--- src/rtl/core/yuyv2rgb_pkg.sv ---
package yuyv2rgb_pkg;

	localparam int MaxWidth  = 4096;
	localparam int MaxHeight = 4096;

	localparam int PixW    = 8;
	localparam int CfgW    = 13;
	localparam int CfgIdxW = 3;
	localparam int PairsW  = $clog2(MaxWidth / 2 + 1);
	localparam int HeightW = $clog2(MaxHeight + 1);
	localparam int ColW    = $clog2(MaxWidth / 2);
	localparam int RowW    = $clog2(MaxHeight);
	localparam int OffsetW = 26;
	localparam int SumW    = 20;

	localparam logic signed [SumW-1:0] CoefY     = SumW'(298);
	localparam logic signed [SumW-1:0] CoefRv    = SumW'(409);
	localparam logic signed [SumW-1:0] CoefGu    = SumW'(100);
	localparam logic signed [SumW-1:0] CoefGv    = SumW'(208);
	localparam logic signed [SumW-1:0] CoefBu    = SumW'(516);
	localparam logic signed [SumW-1:0] Round     = SumW'(128);
	localparam logic signed [SumW-1:0] LumaBase  = SumW'(16);
	localparam logic signed [SumW-1:0] ChromaMid = SumW'(128);
	localparam logic [PixW-1:0]        AlphaOpaque = 8'hFF;

	typedef enum logic [CfgIdxW-1:0] {
		RegFrameWidth  = 3'd0,
		RegFrameHeight = 3'd1,
		RegAlphaIn     = 3'd2,
		RegAlphaOut    = 3'd3
	} cfg_reg_t;

	typedef struct packed {
		logic [PairsW-1:0]  pairs;
		logic [HeightW-1:0] height;
		logic               alpha_in;
		logic               alpha_out;
	} frame_cfg_t;

	function automatic logic [PixW-1:0] clamp_pix(input logic signed [SumW-1:0] v);
		logic [PixW-1:0] r;
		if (v[SumW-1]) begin
			r = '0;
		end else if (|v[SumW-2:PixW+8]) begin
			r = AlphaOpaque;
		end else begin
			r = v[PixW+7:8];
		end
		return r;
	endfunction

endpackage

--- src/rtl/core/yuyv2rgb_lane.sv ---
module yuyv2rgb_lane (
	input  logic                                   clk,
	input  logic                                   en,
	input  logic [yuyv2rgb_pkg::PixW-1:0]          luma_s1,
	input  logic signed [yuyv2rgb_pkg::SumW-1:0]   red_term_s2,
	input  logic signed [yuyv2rgb_pkg::SumW-1:0]   green_term_s2,
	input  logic signed [yuyv2rgb_pkg::SumW-1:0]   blue_term_s2,
	output logic [yuyv2rgb_pkg::PixW-1:0]          red,
	output logic [yuyv2rgb_pkg::PixW-1:0]          green,
	output logic [yuyv2rgb_pkg::PixW-1:0]          blue
);
	import yuyv2rgb_pkg::*;

	logic signed [SumW-1:0] luma_c;
	logic signed [SumW-1:0] luma_term_s2;

	assign luma_c = $signed(SumW'(luma_s1)) - LumaBase;

	always_ff @(posedge clk) begin
		if (en) begin
			luma_term_s2 <= luma_c * CoefY;
		end
	end

	assign red   = clamp_pix(luma_term_s2 + red_term_s2);
	assign green = clamp_pix(luma_term_s2 + green_term_s2);
	assign blue  = clamp_pix(luma_term_s2 + blue_term_s2);

endmodule

--- src/rtl/core/yuyv2rgb_addr.sv ---
module yuyv2rgb_addr (
	input  logic                                 clk,
	input  logic                                 arst_n,
	input  logic                                 en,
	input  logic                                 fire,
	input  yuyv2rgb_pkg::frame_cfg_t             cfg,
	output logic [yuyv2rgb_pkg::OffsetW-1:0]     offset,
	output logic                                 last_pair
);
	import yuyv2rgb_pkg::*;

	localparam int RowProdW = RowW + PairsW + 1;

	logic [ColW-1:0]       col_q;
	logic [RowW-1:0]       row_q;
	logic [ColW-1:0]       col_use;
	logic [RowW-1:0]       row_use;
	logic                  col_last;
	logic                  row_last;
	logic [RowW-1:0]       rowrev;
	logic [PairsW:0]       width;

	logic [ColW-1:0]       col_s1;
	logic [RowW-1:0]       rowrev_s1;
	logic                  last_s1;
	logic [RowProdW-1:0]   row_prod_s2;
	logic [ColW+2:0]       col_part_s2;
	logic                  last_s2;
	logic [RowProdW+1:0]   row_scaled;

	assign col_use  = (PairsW'(col_q) >= cfg.pairs) ? '0 : col_q;
	assign row_use  = (HeightW'(row_q) >= cfg.height) ? '0 : row_q;
	assign col_last = (PairsW'(col_use) == cfg.pairs - PairsW'(1));
	assign row_last = (HeightW'(row_use) == cfg.height - HeightW'(1));
	assign rowrev   = RowW'(cfg.height - HeightW'(1) - HeightW'(row_use));
	assign width    = {cfg.pairs, 1'b0};

	always_ff @(posedge clk or negedge arst_n) begin
		if (!arst_n) begin
			col_q <= '0;
			row_q <= '0;
		end else if (fire) begin
			if (col_last) begin
				col_q <= '0;
				row_q <= row_last ? '0 : row_use + RowW'(1);
			end else begin
				col_q <= col_use + ColW'(1);
				row_q <= row_use;
			end
		end
	end

	always_ff @(posedge clk) begin
		if (en) begin
			col_s1      <= col_use;
			rowrev_s1   <= rowrev;
			last_s1     <= col_last && row_last;
			row_prod_s2 <= RowProdW'(rowrev_s1) * RowProdW'(width);
			col_part_s2 <= cfg.alpha_out ? {col_s1, 3'b000}
				: ({1'b0, col_s1, 2'b00} + {2'b00, col_s1, 1'b0});
			last_s2     <= last_s1;
		end
	end

	assign row_scaled = cfg.alpha_out ? {row_prod_s2, 2'b00}
		: ({1'b0, row_prod_s2, 1'b0} + {2'b00, row_prod_s2});
	assign offset     = OffsetW'(row_scaled) + OffsetW'(col_part_s2);
	assign last_pair  = last_s2;

endmodule

--- src/rtl/core/yuyv_to_rgb_converter_top.sv ---
// yuyv to rgb converter, integer bt.601, one macropixel (two pixels) per transfer
//
// input channel: in_valid / in_stall with luma_first, chroma_blue, luma_second,
// chroma_red and two optional alpha bytes. output channel: out_valid / out_stall
// with both rgb(a) pixels, the byte offset of the pair in a bottom-up frame and
// frame_end on the last pair of the frame.
// config channel: cfg_valid / cfg_ready (always ready), cfg_index selects frame
// width, frame height, alpha-in and alpha-out; write only while the block is idle.
//
// pipeline: three register stages (input stage, product stage, output register);
// out_valid rises when a transfer reaches the output register. throughput: one
// macropixel per cycle unless out_stall holds the pipeline, set by two parallel
// pixel lanes that each finish a pixel per cycle.
// when the output register holds a result and out_stall is high, the whole
// pipeline holds and in_stall rises in the same cycle; nothing is dropped.
// reset clears the valid flags and the row/column counters and loads the default
// frame of 640x480, alpha off; no clearing pass, inputs are taken right away.
module yuyv_to_rgb_converter_top (
	input  logic                                 clk,
	input  logic                                 arst_n,
	input  logic                                 in_valid,
	output logic                                 in_stall,
	input  logic [yuyv2rgb_pkg::PixW-1:0]        luma_first,
	input  logic [yuyv2rgb_pkg::PixW-1:0]        chroma_blue,
	input  logic [yuyv2rgb_pkg::PixW-1:0]        luma_second,
	input  logic [yuyv2rgb_pkg::PixW-1:0]        chroma_red,
	input  logic [yuyv2rgb_pkg::PixW-1:0]        alpha_first_in,
	input  logic [yuyv2rgb_pkg::PixW-1:0]        alpha_second_in,
	output logic                                 out_valid,
	input  logic                                 out_stall,
	output logic [yuyv2rgb_pkg::PixW-1:0]        red_first,
	output logic [yuyv2rgb_pkg::PixW-1:0]        green_first,
	output logic [yuyv2rgb_pkg::PixW-1:0]        blue_first,
	output logic [yuyv2rgb_pkg::PixW-1:0]        alpha_first_out,
	output logic [yuyv2rgb_pkg::PixW-1:0]        red_second,
	output logic [yuyv2rgb_pkg::PixW-1:0]        green_second,
	output logic [yuyv2rgb_pkg::PixW-1:0]        blue_second,
	output logic [yuyv2rgb_pkg::PixW-1:0]        alpha_second_out,
	output logic [yuyv2rgb_pkg::OffsetW-1:0]     dest_offset,
	output logic                                 frame_end,
	input  logic                                 cfg_valid,
	output logic                                 cfg_ready,
	input  logic [yuyv2rgb_pkg::CfgIdxW-1:0]     cfg_index,
	input  logic [yuyv2rgb_pkg::CfgW-1:0]        cfg_data
);
	import yuyv2rgb_pkg::*;

	frame_cfg_t             cfg_q;
	logic [CfgW:0]          cfg_wide;
	logic [CfgW:0]          width_eff;
	logic [CfgW:0]          height_eff;

	logic                   en;
	logic                   fire;
	logic                   valid_s1;
	logic                   valid_s2;
	logic                   valid_s3;

	logic [PixW-1:0]        luma_first_s1;
	logic [PixW-1:0]        luma_second_s1;
	logic [PixW-1:0]        cb_s1;
	logic [PixW-1:0]        cr_s1;
	logic [PixW-1:0]        alpha_first_s1;
	logic [PixW-1:0]        alpha_second_s1;
	logic [PixW-1:0]        alpha_first_s2;
	logic [PixW-1:0]        alpha_second_s2;

	logic signed [SumW-1:0] cb_d;
	logic signed [SumW-1:0] cr_e;
	logic signed [SumW-1:0] red_term_s2;
	logic signed [SumW-1:0] green_term_s2;
	logic signed [SumW-1:0] blue_term_s2;

	logic [PixW-1:0]        red_a;
	logic [PixW-1:0]        green_a;
	logic [PixW-1:0]        blue_a;
	logic [PixW-1:0]        red_b;
	logic [PixW-1:0]        green_b;
	logic [PixW-1:0]        blue_b;
	logic [OffsetW-1:0]     offset_s2;
	logic                   last_s2;

	logic [PixW-1:0]        red_first_s3;
	logic [PixW-1:0]        green_first_s3;
	logic [PixW-1:0]        blue_first_s3;
	logic [PixW-1:0]        alpha_first_s3;
	logic [PixW-1:0]        red_second_s3;
	logic [PixW-1:0]        green_second_s3;
	logic [PixW-1:0]        blue_second_s3;
	logic [PixW-1:0]        alpha_second_s3;
	logic [OffsetW-1:0]     offset_s3;
	logic                   frame_end_s3;

	// config: width and height are clamped once, at the write
	assign cfg_ready = 1'b1;
	assign cfg_wide  = {1'b0, cfg_data};

	always_comb begin
		priority if (cfg_wide < (CfgW+1)'(2)) begin
			width_eff = (CfgW+1)'(2);
		end else if (cfg_wide > (CfgW+1)'(MaxWidth)) begin
			width_eff = (CfgW+1)'(MaxWidth);
		end else begin
			width_eff = cfg_wide;
		end
		priority if (cfg_wide < (CfgW+1)'(1)) begin
			height_eff = (CfgW+1)'(1);
		end else if (cfg_wide > (CfgW+1)'(MaxHeight)) begin
			height_eff = (CfgW+1)'(MaxHeight);
		end else begin
			height_eff = cfg_wide;
		end
	end

	always_ff @(posedge clk or negedge arst_n) begin
		if (!arst_n) begin
			cfg_q.pairs     <= PairsW'(640 / 2);
			cfg_q.height    <= HeightW'(480);
			cfg_q.alpha_in  <= 1'b0;
			cfg_q.alpha_out <= 1'b0;
		end else if (cfg_valid && cfg_ready) begin
			unique case (cfg_index)
				RegFrameWidth:  cfg_q.pairs     <= PairsW'(width_eff >> 1);
				RegFrameHeight: cfg_q.height    <= HeightW'(height_eff);
				RegAlphaIn:     cfg_q.alpha_in  <= cfg_data[0];
				RegAlphaOut:    cfg_q.alpha_out <= cfg_data[0];
				default: ;
			endcase
		end
	end

	// pipeline moves as one unless the output register is full and stalled
	assign en       = !valid_s3 || !out_stall;
	assign in_stall = !en;
	assign fire     = in_valid && en;

	always_ff @(posedge clk or negedge arst_n) begin
		if (!arst_n) begin
			valid_s1 <= 1'b0;
			valid_s2 <= 1'b0;
			valid_s3 <= 1'b0;
		end else if (en) begin
			valid_s1 <= in_valid;
			valid_s2 <= valid_s1;
			valid_s3 <= valid_s2;
		end
	end

	assign cb_d = $signed(SumW'(cb_s1)) - ChromaMid;
	assign cr_e = $signed(SumW'(cr_s1)) - ChromaMid;

	always_ff @(posedge clk) begin
		if (en) begin
			luma_first_s1   <= luma_first;
			luma_second_s1  <= luma_second;
			cb_s1           <= chroma_blue;
			cr_s1           <= chroma_red;
			alpha_first_s1  <= alpha_first_in;
			alpha_second_s1 <= alpha_second_in;

			red_term_s2     <= cr_e * CoefRv + Round;
			green_term_s2   <= Round - cb_d * CoefGu - cr_e * CoefGv;
			blue_term_s2    <= cb_d * CoefBu + Round;
			alpha_first_s2  <= alpha_first_s1;
			alpha_second_s2 <= alpha_second_s1;
		end
	end

	yuyv2rgb_lane u_lane_first (
		.clk           (clk),
		.en            (en),
		.luma_s1       (luma_first_s1),
		.red_term_s2   (red_term_s2),
		.green_term_s2 (green_term_s2),
		.blue_term_s2  (blue_term_s2),
		.red           (red_a),
		.green         (green_a),
		.blue          (blue_a)
	);

	yuyv2rgb_lane u_lane_second (
		.clk           (clk),
		.en            (en),
		.luma_s1       (luma_second_s1),
		.red_term_s2   (red_term_s2),
		.green_term_s2 (green_term_s2),
		.blue_term_s2  (blue_term_s2),
		.red           (red_b),
		.green         (green_b),
		.blue          (blue_b)
	);

	yuyv2rgb_addr u_addr (
		.clk       (clk),
		.arst_n    (arst_n),
		.en        (en),
		.fire      (fire),
		.cfg       (cfg_q),
		.offset    (offset_s2),
		.last_pair (last_s2)
	);

	// merge lanes, alpha and address into the output register
	always_ff @(posedge clk) begin
		if (en) begin
			red_first_s3    <= red_a;
			green_first_s3  <= green_a;
			blue_first_s3   <= blue_a;
			red_second_s3   <= red_b;
			green_second_s3 <= green_b;
			blue_second_s3  <= blue_b;
			offset_s3       <= offset_s2;
			frame_end_s3    <= last_s2;
			if (!cfg_q.alpha_out) begin
				alpha_first_s3  <= '0;
				alpha_second_s3 <= '0;
			end else if (cfg_q.alpha_in) begin
				alpha_first_s3  <= alpha_first_s2;
				alpha_second_s3 <= alpha_second_s2;
			end else begin
				alpha_first_s3  <= AlphaOpaque;
				alpha_second_s3 <= AlphaOpaque;
			end
		end
	end

	assign out_valid        = valid_s3;
	assign red_first        = red_first_s3;
	assign green_first      = green_first_s3;
	assign blue_first       = blue_first_s3;
	assign alpha_first_out  = alpha_first_s3;
	assign red_second       = red_second_s3;
	assign green_second     = green_second_s3;
	assign blue_second      = blue_second_s3;
	assign alpha_second_out = alpha_second_s3;
	assign dest_offset      = offset_s3;
	assign frame_end        = frame_end_s3;

endmodule

--- config.mk ---
export PLATFORM = sky130hd
export DESIGN_NAME = yuyv_to_rgb_converter_top
export DESIGN_NICKNAME = d
export VERILOG_FILES = /design/src/rtl/core/yuyv2rgb_pkg.sv /design/src/rtl/core/yuyv2rgb_lane.sv /design/src/rtl/core/yuyv2rgb_addr.sv /design/src/rtl/core/yuyv_to_rgb_converter_top.sv
export SDC_FILE = /design/constraint.sdc
export NUM_CORES = 2
export LEC_CHECK = 0
export BUFFER_PORTS_ARGS = -buffer_cell sky130_fd_sc_hd__buf_2
export CORE_UTILIZATION = 25
export CTS_CLUSTER_DIAMETER = 30
export DETAILED_ROUTE_END_ITERATION = 8
export GPL_TIMING_DRIVEN = 0
export PLACE_DENSITY_LB_ADDON = 0.1
export SLEW_MARGIN = 20
export SYNTH_ARGS = -nofsm -noshare
export SYNTH_HDL_FRONTEND = slang
export SYNTH_SLANG_ARGS = --single-unit
--- constraint.sdc ---
create_clock -name clk -period 10.55 [get_ports clk]
set_input_delay 0 -clock clk [delete_from_list [all_inputs] [get_ports clk]]
set_output_delay 0 -clock clk [all_outputs]
set_load 0.02 [all_outputs]
; ---- Yosys cells after proc, flatten, opt, wreduce, memory -nomap -nowiden
; Index checks and enable logic that the tools add are counted.
[totals]
reg_bits = 369
latchBits = 0
mem_bits_rw = 0
rom_bits = 0
input_bits = 69
out_inout_bits = 94
wordCells = 113
memories = 0
[classes]
addsub = 22
mul = 7
div_mod_pow = 0
order_cmp = 5
eq_ne = 5
shift = 0
mux = 18
bitwise = 0
reduce_logical = 17
[op_table]
columns = operator, n
row1 = adder 20 bit, 6
row2 = 2-to-1 mux 8 bit, 8
row3 = "multiplier 20 x 9 -> 19 bit, second input constant", 2
row4 = 2-to-1 mux 13 bit, 3
row5 = 2-to-1 mux 12 bit, 3
row6 = adder 26 x 14 -> 26 bit, 1
row7 = adder 26 x 25 -> 26 bit, 1
row8 = 2-to-1 mux 26 bit, 1
row9 = multiplier 12 x 12 -> 24 bit, 1
row10 = 2-to-1 mux 11 bit, 2
row11 = "adder 19 x 9 -> 20 bit, second input constant", 1
row12 = "adder 20 x 9 -> 20 bit, second input constant", 1
row13 = "multiplier 9 x 10 -> 19 bit, second input constant", 1
row14 = subtractor 18 x 18 -> 19 bit, 1
row15 = "multiplier 9 x 9 -> 18 bit, second input constant", 1
row16 = OR reduction 3 bit, 6
row17 = "subtractor 8 x 5 -> 9 bit, second input constant", 2
row18 = "subtractor 8 x 8 -> 9 bit, second input constant", 2
row19 = "subtractor 9 x 17 -> 18 bit, first input constant", 1
row20 = "multiplier 9 x 6 -> 15 bit, second input constant", 1
row21 = adder 13 x 12 -> 14 bit, 1
row22 = "multiplier 9 x 5 -> 14 bit, second input constant", 1
row23 = 2-to-1 mux 14 bit, 1
row24 = == test 12 x 13 -> 1 bit, 1
row25 = other kinds (18), 25

; ---- Depth between registers and ports, before layout
[logic_depth]
word_depth = 5
depth_mapped = 26
mapped_depth_nobuf = 26

; ---- Modules after synthesis
; Synthesis repeated with hierarchy kept, for this count alone.
[hier_totals]
hier_cells = 3146
area_unflattened_um2 = 32069.5
[by_module_without_submodules]
columns = module, n_inst, cells_each, area_each_um2, seq_area_each_um2
row1 = yuyv2rgb_addr, 1, 1445, 12459.4, 2437.3
row2 = yuyv_to_rgb_converter_top, 1, 861, 12060.3, 7034.2
row3 = yuyv2rgb_lane, 2, 420, 3774.9, 570.5

; ---- Worst setup path after synthesis
; OpenSTA, ideal clock, no wires.
[synth_timing]
path_kind = register to register
startpoint = register valid_s3, in the netlist out_valid
endpoint = register valid_s1
setup_time_ps = 127
t_arrival_ps = 8827
required_ps = 10423
setup_slack_ps = 1596
stages_incl_launch_ff = 4
n_path_buf = 0
period_less_slack_ps = 8954
cell_sequence = dfrtp_1 -> nand2_1 -> inv_1 -> a21o_1
[synth_between]
elab_chain_cells = 2
[synth_rtl]
columns = item, line_no
row1 = start: declaration, yuyv_to_rgb_converter_top.sv:57  ; logic valid_s3;
row2 = start signal: assignment, yuyv_to_rgb_converter_top.sv:145  ; valid_s3 <= valid_s2;
row3 = logical NOT 1 bit, yuyv_to_rgb_converter_top.sv:133  ; assign en = !valid_s3 || !out_stall;
row4 = logical OR 1 bit, yuyv_to_rgb_converter_top.sv:133
row5 = end signal: assignment, yuyv_to_rgb_converter_top.sv:143  ; valid_s1 <= in_valid;
row6 = end: declaration, yuyv_to_rgb_converter_top.sv:55  ; logic valid_s1;
; No other way between the ends.
; A chain may end at the register's enable or synchronous reset.

; ---- Final worst setup path
[layout_timing]
startpoint = register cfg_q[20] in the netlist's numbering
endpoint = register u_addr.row_prod_s2[23], data pin
[layout_between]
elab_chain_cells = 1
[layout_rtl]
columns = item, line_no
row1 = start: declaration, yuyv_to_rgb_converter_top.sv:48  ; frame_cfg_t cfg_q;
row2 = multiplier 12 x 12 -> 24 bit, yuyv2rgb_addr.sv:58  ; row_prod_s2 <= RowProdW'(rowrev_s1) * RowProdW'(width);
row3 = end signal: assignment, yuyv2rgb_addr.sv:58
row4 = end: declaration, yuyv2rgb_addr.sv:26  ; logic [RowProdW-1:0] row_prod_s2;
; No other way between the ends.

==> flow_summary.rst <==
.. list-table::
   :header-rows: 1

   * - Metric
     - Value
   * - Run status
     - complete, but fails checks
   * - Final GP Congestion
     - 0.784
   * - Via count
     - 22700
   * - Shortest period the worst path allows
     - 6.90 ns
   * - WL per Instance
     - 16.3 um
   * - Via density per instance
     - 4.35
   * - Setup repair after global routing missed its margin
     - false
   * - HPWL reported at the end of detailed placement
     - 68200 um
   * - Number of max-cap violations
     - 0
   * - Fillers
     - 12800
   * - Finished Core Util
     - 31.9%
   * - Detail Route Antenna Nets
     - 0
   * - Final routed DRC violation total
     - 32
   * - Overall die width
     - 355 um
   * - Max_slew headroom
     - 25.7%
   * - Largest clock skew in the final design
     - 0.0545 ns
   * - Type of the worst min-delay path
     - input pin to register
   * - Total number of H-tree levels
     - 3
   * - TritonCTS clock tree
     - done
   * - Violated checks
     - design-rule violations
   * - Largest cells by area after synthesis
     - sky130_fd_sc_hd__edfxtp_1 (30%), sky130_fd_sc_hd__ha_1 (19%), sky130_fd_sc_hd__fa_1 (9.9%)
   * - Portion of synthesized cell area occupied by the leading cell type
     - 29.5%
   * - Data arrival time of the critical path
     - 7.32 ns
   * - Initial Utilization
     - 25.2%
   * - Clock latency reported for the late side of the worst-skew pair
     - 0.72 ns
   * - Startpoint-to-endpoint class of the critical path
     - register to register
   * - Worst-path cell with the longest stage delay
     - sky130_fd_sc_hd__o31ai_1
   * - Total global routing overflow
     - 0
   * - Crit start category
     - register
   * - CTS root buffer
     - sky130_fd_sc_hd__clkbuf_16
   * - Multi-input gate area in the final layout
     - 0.0188 mm^2
   * - Number of nets in the finished design
     - 4185
   * - Die outline area
     - 0.126 mm^2
   * - Cell taking the most area after synthesis
     - sky130_fd_sc_hd__edfxtp_1
   * - Clock slew seen by the registers of the worst setup and hold paths
     - 0.04 ns
   * - Maximum number of pins on one net before global-route repair
     - 54
   * - Count of input and output buffers
     - 160
   * - Critical path capture point type
     - register
   * - Number of enable flip-flop cells after synthesis
     - 307
   * - Critical path's largest stage delay
     - 0.64 ns
   * - Critical path cell sequence
     - clkbuf_1 -> clkbuf_1 -> nand2_1 -> fa_1 -> inv_1 -> ha_1 -> fa_1 -> ha_1 -> inv_1 -> fa_1 -> inv_1 -> ha_1 -> nor2b_1 -> o21ai_0 -> a21boi_0 -> o21ai_0 -> a211oi_1 -> o31ai_1 -> nor3_1 -> or3_1 -> a21oi_1 -> xnor2_1
   * - List of most frequent post-synthesis cells
     - sky130_fd_sc_hd__ha_1 (481), sky130_fd_sc_hd__inv_1 (415), sky130_fd_sc_hd__edfxtp_1 (307)
   * - Final-report hold violation count
     - 0
   * - Total wire length
     - 85300 um
   * - Average cell area after synthesis
     - 10.1 um^2
   * - 1st-pass router iterations
     - 9
   * - Post-Syn Instances
     - 3076
   * - First-pass GRT wire length
     - 134000 um
   * - Final worst-path cycle share
     - 65.4%
   * - Area used by sequential logic in the layout
     - 0.0106 mm^2
   * - Number of placed instances with taps included
     - 4883
   * - Synth cell types
     - 86
   * - Non-filler instance count after layout
     - 5219
   * - Share of async-settable or async-resettable flops after synthesis
     - 14.7%
   * - Syn Nets
     - 3781
   * - Die height
     - 355 um
   * - Number of clock sinks
     - 360
   * - Sequential-to-total area share from yosys stat
     - 33.8%
   * - Quantity of gates resized following cts
     - 0
   * - Count of state elements after synthesis
     - 360
   * - Most common cell in the synthesized netlist
     - sky130_fd_sc_hd__ha_1
   * - Starting DRC count in detailed routing
     - 967
   * - Overall global routing resource usage
     - 13.7%
   * - Count of pins on the block boundary
     - 163
   * - Area of the mapped netlist
     - 0.0312 mm^2
   * - Placement row count
     - 129
   * - Antenna violations before repair
     - 2
   * - Layout overhead on the synthesized area
     - 26.5%
   * - Number of global-route vias before repair
     - 23600
   * - Worst endpoint required time
     - 10.98 ns
   * - Endpoints failing setup
     - 0
   * - Max-slew violation count
     - 0
   * - Number of CTS-inserted buffers
     - 115
   * - Maximum buffer depth of the clock tree
     - 3
   * - Main synth FF type
     - sky130_fd_sc_hd__edfxtp_1
   * - Final hold slack
     - 0.0685 ns
   * - Placed instance area
     - 0.0343 mm^2
   * - Final instance area
     - 0.0395 mm^2
   * - Highest Clock Rate
     - 145 MHz
   * - Ratio of cells with drive above 1 in the final layout
     - 11.5%
   * - Critical-path maximum fanout
     - 10
   * - Total of warnings raised by yosys
     - 0
   * - Slew @ Worst Pin
     - 1.10 ns
   * - Core region area
     - 0.124 mm^2
-- timing repair --
action,CTS,global route
hold endpoints to repair,167,0
hold buffers,117,0
buffers inserted,0,0
-- flip-flops by register name, summed over array words and instances (netlist names), 11 cells and up --
register	cells
cfg_q	27
dest_offset	25
u_addr.row_prod_s2	24
red_term_s2	19
u_lane_first.luma_term_s2	19
u_lane_second.luma_term_s2	19
blue_term_s2	17
green_term_s2	17
u_addr.col_part_s2	13
u_addr.row_q	12
u_addr.rowrev_s1	12
u_addr.col_q	11
u_addr.col_s1	11
-- metal layers --
layer | vias up | GRT usage (%) | routed length (um)
li1 | 11600 | - | -
met1 | 10700 | 18.4 | 41300
met2 | 318 | 22.4 | 39100
met3 | 121 | 2.34 | 2770
met4 | 0 | 4.36 | 2110
met5 | - | 0 | 0
-- critical path: cells and delay by family, from the launching register on --
kind | cells | cell delay [ns]
and+or+nand+nor | 4 | 0.85
AOI/OAI and AO/OA | 6 | 1.75
adders and majority gates | 6 | 2.37
buffers and inverters | 5 | 1.25
xor gates and xnor gates | 1 | 0.08
DFF | 1 | 0.33
-- path summary, 6_finish.rpt --
path / startpoint / endpoint / slack, ns / cells after the start
min in group asynchronous: arst_n / cfg_q[19] / 0.56 / 3
max in group asynchronous: arst_n / cfg_q[10] / 9.22 / 4
worst max register to register: cfg_q[20] / u_addr.row_prod_s2[23] / 3.65 / 22
worst max-delay path: cfg_q[20] / u_addr.row_prod_s2[23] / 3.65 / 22
worst min register to register: alpha_second_s1[5] / alpha_second_s2[5] / 0.41 / 0
worst min-delay path: chroma_red[4] / cr_s1[4] / 0.07 / 2
-- layout by cell type (no fill, tap or decap), types with 23 or more instances in the layout --
master,instances
sky130_fd_sc_hd__dfrtp_1,47
sky130_fd_sc_hd__inv_1,415
sky130_fd_sc_hd__xnor2_1,160
sky130_fd_sc_hd__o21a_1,34
sky130_fd_sc_hd__a21o_1,53
sky130_fd_sc_hd__or3_1,23
sky130_fd_sc_hd__nand2b_1,24
sky130_fd_sc_hd__fa_1,155
sky130_fd_sc_hd__xor2_1,61
sky130_fd_sc_hd__nor2b_1,32
sky130_fd_sc_hd__nor3_1,63
sky130_fd_sc_hd__a21oi_1,167
sky130_fd_sc_hd__buf_2,165
sky130_fd_sc_hd__nand3_1,37
sky130_fd_sc_hd__nand2_1,233
sky130_fd_sc_hd__nor2_1,176
sky130_fd_sc_hd__clkbuf_16,116
sky130_fd_sc_hd__edfxtp_1,307
sky130_fd_sc_hd__a22o_1,27
sky130_fd_sc_hd__clkbuf_1,73
sky130_fd_sc_hd__dlygate4sd3_1,117
sky130_fd_sc_hd__ha_1,481
sky130_fd_sc_hd__and2_1,88
sky130_fd_sc_hd__o21bai_1,27
sky130_fd_sc_hd__o21ai_0,126
-- cell families after synthesis --
group                      synth area share [%]
and+or+nand+nor                            12.0
AOI/OAI and AO/OA                          12.3
other                                    0.0241
muxes                                     0.557
DFF                                        33.8
xor gates and xnor gates                   6.20
adders and majority gates                  29.2
buffers and inverters                      5.87
-- cell type report --
cell class | count | area share (%)
antenna | 1 | 0.00634
buffer | 67 | 0.694
clock buffer | 145 | 7.88
clock inverter | 73 | 2.30
inverter | 415 | 3.95
multi-input combinational | 2234 | 47.7
sequential | 360 | 26.7
tap | 1637 | 5.19
timing repair buffer | 287 | 5.55
-- stage by stage --
step                TNS (ns)  setup WS, ns
floorplan                  0          1.60
finish                     0          3.65
global route               0          2.96
CTS                        0          3.53
detailed placement         0          3.61
global placement     -653.78         -2.67
Power is left out: the tool's default activity adds up to more than one toggle a clock period on the data nets, which glitch-free logic cannot reach.
